File: src/hw/rtl/lossless_bitmap_pixel_unpack_assert.svh
// ----------------------------------------------------------------------------
// Assertion macros for the bitmap pixel unpacker
// Concurrent checks, clocked on the rising edge and idle during reset.
// ----------------------------------------------------------------------------
`ifndef LOSSLESS_BITMAP_PIXEL_UNPACK_ASSERT_SVH
`define LOSSLESS_BITMAP_PIXEL_UNPACK_ASSERT_SVH

// same-cycle implication
`define LBPU_ASSERT_IMP(name, clock, resetn, ante, cons) \
    name: assert property (@(posedge clock) disable iff (!resetn) (ante) |-> (cons)) \
        else $error("lbpu check failed");

// next-cycle implication
`define LBPU_ASSERT_NXT(name, clock, resetn, ante, cons) \
    name: assert property (@(posedge clock) disable iff (!resetn) (ante) |=> (cons)) \
        else $error("lbpu check failed");

`endif

File: src/hw/rtl/lbpu_pkg.sv
// ----------------------------------------------------------------------------
// lbpu_pkg
// Shared constants, codes and types of the bitmap pixel unpacker.
// ----------------------------------------------------------------------------
package lbpu_pkg;

    localparam int PAL_DEPTH   = 256;
    localparam int PAL_IDX_W   = $clog2(PAL_DEPTH);
    localparam int DIM_BITS    = 16;
    localparam int QUEUE_DEPTH = 4;
    localparam int QUEUE_PTR_W = $clog2(QUEUE_DEPTH);
    localparam int QUEUE_CNT_W = $clog2(QUEUE_DEPTH + 1);
    localparam int CFG_INDEX_W = 3;
    localparam int CFG_DATA_W  = 16;

    // register indexes
    localparam logic [CFG_INDEX_W-1:0] CFG_FORMAT_VERSION = 3'd0;
    localparam logic [CFG_INDEX_W-1:0] CFG_PIXEL_FORMAT   = 3'd1;
    localparam logic [CFG_INDEX_W-1:0] CFG_IMAGE_WIDTH    = 3'd2;
    localparam logic [CFG_INDEX_W-1:0] CFG_IMAGE_HEIGHT   = 3'd3;
    localparam logic [CFG_INDEX_W-1:0] CFG_PALETTE_LAST   = 3'd4;

    // pixel format codes
    localparam logic [7:0] FMT_PALETTE = 8'd3;
    localparam logic [7:0] FMT_RGB15   = 8'd4;
    localparam logic [7:0] FMT_ARGB32  = 8'd5;

    localparam logic [1:0] VERSION_ALPHA = 2'd2;
    localparam logic [7:0] ALPHA_OPAQUE  = 8'hFF;

    typedef enum logic [1:0] {
        OP_PAL_WRITE,
        OP_LOOKUP,
        OP_DIRECT
    } op_kind_t;

    // one unit of work handed from front to back
    typedef struct packed {
        op_kind_t               kind;
        logic [PAL_IDX_W-1:0]   idx;        // palette entry (write) or index (lookup)
        logic                   hit;        // lookup index within palette
        logic                   with_alpha;
        logic                   last;
        logic [31:0]            data;       // R,G,B,A from msb down
    } op_t;

    typedef struct packed {
        logic full;
        logic empty;
    } queue_status_t;

endpackage

File: src/hw/rtl/lbpu_queue.sv
// ----------------------------------------------------------------------------
// lbpu_queue
// Short op queue between the classifying front and the executing back.
// ----------------------------------------------------------------------------
`include "lossless_bitmap_pixel_unpack_assert.svh"

module lbpu_queue
(
    input  logic                   clk,
    input  logic                   rst_n,
    input  logic                   push,
    input  lbpu_pkg::op_t          push_op,
    input  logic                   pop,
    output lbpu_pkg::op_t          pop_op,
    output lbpu_pkg::queue_status_t status
);

    lbpu_pkg::op_t                           entries_reg [lbpu_pkg::QUEUE_DEPTH];
    logic [lbpu_pkg::QUEUE_PTR_W-1:0]        wr_ptr_reg;
    logic [lbpu_pkg::QUEUE_PTR_W-1:0]        rd_ptr_reg;
    logic [lbpu_pkg::QUEUE_CNT_W-1:0]        count_reg;

    always_ff @(posedge clk)
    begin
        if (push)
        begin
            entries_reg[wr_ptr_reg] <= push_op;
        end
    end

    always_ff @(posedge clk or negedge rst_n)
    begin
        if (!rst_n)
        begin
            wr_ptr_reg <= '0;
            rd_ptr_reg <= '0;
            count_reg  <= '0;
        end
        else
        begin
            if (push)
            begin
                wr_ptr_reg <= wr_ptr_reg + 1'b1;
            end
            if (pop)
            begin
                rd_ptr_reg <= rd_ptr_reg + 1'b1;
            end
            if (push && !pop)
            begin
                count_reg <= count_reg + 1'b1;
            end
            else if (pop && !push)
            begin
                count_reg <= count_reg - 1'b1;
            end
        end
    end

    assign pop_op       = entries_reg[rd_ptr_reg];
    assign status.full  = (count_reg == lbpu_pkg::QUEUE_CNT_W'(lbpu_pkg::QUEUE_DEPTH));
    assign status.empty = (count_reg == '0);

    `LBPU_ASSERT_IMP(a_no_push_full, clk, rst_n, push, !status.full)
    `LBPU_ASSERT_IMP(a_no_pop_empty, clk, rst_n, pop, !status.empty)
    `LBPU_ASSERT_NXT(a_count_grows, clk, rst_n, push && !pop, count_reg == $past(count_reg) + 1'b1)

endmodule

File: config.mk
export PLATFORM = sky130hd
export DESIGN_NAME = lbpu_queue
export DESIGN_NICKNAME = d
export VERILOG_FILES = /design/src/hw/rtl/lbpu_pkg.sv /design/src/hw/rtl/lbpu_queue.sv
export VERILOG_INCLUDE_DIRS = /design/src /design/src/hw/rtl
export SDC_FILE = /design/constraint.sdc
export NUM_CORES = 1
export LEC_CHECK = 0
export BUFFER_PORTS_ARGS = -buffer_cell sky130_fd_sc_hd__buf_2
export CORE_ASPECT_RATIO = 0.5
export CORE_UTILIZATION = 40
export DETAILED_ROUTE_END_ITERATION = 10
export HOLD_SLACK_MARGIN = 0.05
export SYNTH_ARGS = -nofsm -noshare
export SYNTH_HDL_FRONTEND = slang
export SYNTH_SLANG_ARGS = --single-unit
File: constraint.sdc
create_clock -name clk -period 6.6 [get_ports clk]
set_input_delay 0.66 -clock clk [delete_from_list [all_inputs] [get_ports clk]]
set_output_delay 0.66 -clock clk [all_outputs]
set_load 0.02 [all_outputs]
Yosys cells after proc, flatten, opt, wreduce, memory -nomap -nowiden:

Memory sizes are Yosys's and may differ from the RTL's.
Index checks and enable logic that the tools add are counted.

* bits in registers: 7
* memory bits (writable): 180
* output and inout bits: 47
* word-level logic and storage cells: 19
* memories: 1

* $add $sub $neg: 4
* equality and inequality tests: 1
* multiplexer cells: 4
* reduce and logical (&&, ||, !) cells: 6

Memories
* entries_reg: depth 4, bits a word 45, rd ports 1, clocked after Yosys merged registers in 0, write ports 1, RTL line lbpu_queue.sv:18 `lbpu_pkg::op_t entries_reg [lbpu_pkg::QUEUE_DEPTH];`

Operators by type and width (number)
* $mux W3: 2
* $add A2 B1 Y2 const B: 2
* $add A3 B1 Y3 const B: 1
* $eq A3 B3 Y1 const B: 1
* $logic_not A3 Y1: 1
* $sub A3 B1 Y3 const B: 1
* $logic_and A1 B1 Y1: 2
* $logic_not A1 Y1: 2
* $mux W1: 2
* $reduce_bool A2 Y1: 1

Logic depth before layout (Yosys ltp):

* word-level depth: 4
* mapped depth: 7

Worst setup path before layout:

Ideal clock, no wire load.

* path type: input to register
* start point: in push
* end point: mem entries_reg[1][0] (netlist bit) (enable)
* setup time: 407 ps
* arrival time: 1743 ps
* setup slack: 4450 ps
* stages on the path: 1
* buffers on the path: 0
* cell sequence: and2_1

* word-level cells in the longest chain between the ends: 2

RTL lines
* start, declared: RTL line lbpu_queue.sv:11 `input logic push,`
* $mux W1: RTL line lbpu_queue.sv:25 `if (push)`
* $mux W1 (implied by the code): RTL line lbpu_queue.sv:27 `entries_reg[wr_ptr_reg] <= push_op;`
* end, declared: RTL line lbpu_queue.sv:18

Every way passes these cells.

==> reports/qor.csv <==
stage,metric,value,unit
power_and_ir_drop,PwrDens,456.6,mW/mm²
timing,endpoints failing hold,0,
logic_synthesis,synthesized flop and latch total,187,
logic_synthesis,top-count cell post-synth,edfxtp_1,
cts,clk sink count,187,
placement,"worst slack, placed",4013,ps
placement,placed cells,585,
logic_synthesis,Synth top area share,0.7825,
floorplanning,I/O Pins,96,
global_routing,largest net degree at the start of global routing,48,
global_routing,vias in the first global route,3345,
drt,routed len/inst,18.93,µm
power_and_ir_drop,Clk pwr share,0.264,
logic_synthesis,sequential share of the synthesized area,0.8078,
critical_path,Slowest cell on crit path,dfrtp_4,
cts,CTS buffer count,17,
critical_path,reg-to-reg critical path endpoint,entries_reg[0][13],
timing,Slew headroom,0.2153,
timing,minimum clock period,2959,ps
timing,period utilization,0.4483,
timing,Fin Setup TNS,0,ps
power_and_ir_drop,switch share,0.3095,
critical_path,crit path buf inv count,1,
floorplanning,die outline width,187.8,µm
critical_path,critical path required time,5940,ps
critical_path,Worst Path Max Fanout,47,
critical_path,"Largest delay share family, worst path",flip-flops,
status,status,completed,
logic_synthesis,Syn Area/Cell,25.68,µm²
drt,DRC,0,
critical_path,CP arrival,2300,ps
cts,Post-CTS Setup Inserts,0,
power_and_ir_drop,Sw Pwr,0.001157,W
critical_path,Critical R2R Launch,wr_ptr_reg[0],
logic_synthesis,"Async S/R FF share, synth",0.03743,
cells_and_area,max FFs per register,180,
power_and_ir_drop,Gate power share,0.265,
drt,vias per cell,4.900,
logic_synthesis,Synth area leader,edfxtp_1,
drt,Vias,3023,
logic_synthesis,"top cells by area, synth","edfxtp_1 (78%), mux4_2 (15%), dfrtp_1 (2.5%), ha_1 (0.91%), buf_12 (0.58%)",
global_routing,antenna violations before repair,0,
cells_and_area,Layout area overhead,18.47,%
cts,CTS tree,yes,
logic_synthesis,Cell variety after synth,20,
global_routing,first-pass GRT wire length,18.08,mm
floorplanning,die height,94.93,µm
logic_synthesis,"Top FF cell, synth",edfxtp_1,
timing,Setup-failing EPs final,0,
cells_and_area,final net count,432,
drt,ANT nets after route,0,
placement,DP HPWL,6.741,mm
power_and_ir_drop,P_leak,2.799,nW
power_and_ir_drop,P_int,0.002580,W
cts,Hold Buf Count CTS,0,
power_and_ir_drop,Peak VDD IR,0.1999,mV
cells_and_area,area occupied by multi-input gates,0.001219,mm²
critical_path,Worst setup SP type,flop,
timing,RSZ-0062 raised after global routing,no,
floorplanning,initial core utilization,0.4151,
cells_and_area,Layout fillers,1351,
cts,Post-CTS Resized,0,
placement,IO buf count,95,
cells_and_area,Finished Cell Area,0.008184,mm²
critical_path,reg2reg path depth,4,
critical_path,crit-path cells,mux4_2 > buf_2,
cells_and_area,Post-Layout Cell Count,617,
critical_path,CP endpoint kind,primary output,
drt,final wirelength,11.68,mm
run,Max-cap violations,0,
global_routing,total congestion overflow,0,
cts,H-tree depth,4,
cells_and_area,register area,0.005585,mm²
logic_synthesis,Mapped Cells,269,
floorplanning,die area,0.01783,mm²
cts,Worst-Skew Late Latency,420,ps
critical_path,crit path launch,rd_ptr_reg[0],
placement,RePlAce Congestion,0.6289,
cts,clk root buf,clkbuf_16,
timing,Worst-Margin Slew,1177,ps
logic_synthesis,Yosys Warn Count,0,
cts,Max Root-Sink Buffers,2,
global_routing,GRT Total Usage,0.1402,
floorplanning,Site Rows,33,
power_and_ir_drop,Reg power frac,0.471,
cts,clock-pin transition on the worst setup and hold timing paths,70,ps
critical_path,CP Class,flop to primary output,
logic_synthesis,Post-Syn Nets,324,
critical_path,Worst Setup EP,pop_op[3],
critical_path,Critical Path Max Stage Delay,1060,ps
logic_synthesis,Post-synth EDFFs,180,
timing,final hold slack,70.04,ps
logic_synthesis,post-synthesis instance area,0.006908,mm²
floorplanning,core area,0.01664,mm²
timing,max-slew violations,0,
critical_path,Worst R2R Setup Slack,4870,ps
logic_synthesis,synth cell count leaders,"edfxtp_1 (180), mux4_2 (45), dfrtp_1 (7), buf_2 (5), ha_1 (5)",
timing,skew final,8.989,ps
timing,final setup margin,3641,ps
cells_and_area,Antenna Cells,0,
cells_and_area,layout cell share with drive strength beyond 1,0.4615,
worst_hold_path,Hold Path Class,primary input to async pin,
drt,first-pass detailed-route iteration total,4,
drt,initial DRC count,156,
critical_path,Worst path depth,2,
timing,Peak Freq,0.3380,GHz
placement,DP Area,0.007609,mm²
[final cells by class]
class | count | share of cell area
clock buffer | 20 | 0.05336
clock inverter | 12 | 0.01697
inverter | 4 | 0.001835
multi-input combinational | 68 | 0.1489
sequential | 187 | 0.6825
tap | 227 | 0.03470
timing repair buffer | 99 | 0.06176
[worst min path at each step]
stage / start / end / slack [ps] / cells past startpoint
floorplan: rst_n / count_reg[0] / 360 / 0
finish: rst_n / count_reg[1] / 70 / 1
CTS: rst_n / count_reg[1] / 60 / 1
detailed placement: count_reg[2] / count_reg[2] / 500 / 1
global placement: count_reg[2] / count_reg[2] / 470 / 1
global route: rst_n / count_reg[1] / 50 / 1
[routing by layer]
metal	global-route usage	wire, µm	vias to the layer above
met5	0	0	-
met2	0.2441	6209	48
met3	0.04162	408	6
met1	0.1685	4986	1617
met4	0.05014	74	0
li1	-	-	1352
[metrics by stage]
stage	power [W]	util
final	0.003737	0.4918
after detailed placement	0.002816	0.4573
after global routing	0.003924	0.4918
after global placement	0.002778	0.4573
after CTS	0.003806	0.4918
after floorplan	0.002495	-
[power by group through the flow]
stage | Sequential, W | Combinational (W) | Clock [W]
finish | 0.00176 | 0.000990 | 0.000988
global route | 0.00180 | 0.00106 | 0.00106
CTS | 0.00178 | 0.00102 | 0.00101
detailed placement | 0.00180 | 0.00102 | 0
global placement | 0.00178 | 0.000996 | 0
floorplan | 0.00163 | 0.000868 | 0
[logic make-up after synthesis]
| group | after synthesis | share of synthesized area |
|---|---|---|
| flops | 187 | 0.8078 |
| mux | 46 | 0.1483 |
| buf+inv | 14 | 0.01648 |
| simple gates | 9 | 0.007063 |
| xor+xnor | 6 | 0.007607 |
| fa+ha+maj | 6 | 0.01195 |
| compound gates | 1 | 0.0007238 |
[cell usage in the layout, fill, tap and decap left out]
| master | synthesis | final |
|---|---|---|
| dfrtp_1 | 7 | 5 |
| dfrtp_2 | 0 | 1 |
| nor2_1 | 1 | 1 |
| inv_6 | 0 | 3 |
| clkbuf_16 | 0 | 17 |
| mux2_2 | 1 | 1 |
| clkbuf_1 | 0 | 3 |
| clkinvlp_4 | 0 | 4 |
| buf_4 | 1 | 4 |
| nor3b_1 | 1 | 1 |
| clkinv_4 | 0 | 2 |
| nand2_1 | 2 | 2 |
| fa_1 | 1 | 1 |
| inv_1 | 4 | 4 |
| buf_2 | 5 | 95 |
| clkinv_2 | 0 | 1 |
| dfrtp_4 | 0 | 1 |
| and2_2 | 0 | 4 |
| edfxtp_1 | 180 | 180 |
| ha_1 | 5 | 5 |
| mux4_2 | 45 | 45 |
| o21ai_0 | 1 | 1 |
| nor3_1 | 1 | 1 |
| bufinv_16 | 0 | 2 |
| xor2_1 | 4 | 4 |
| xnor2_1 | 2 | 2 |
(Power assumes the default switching activity.)
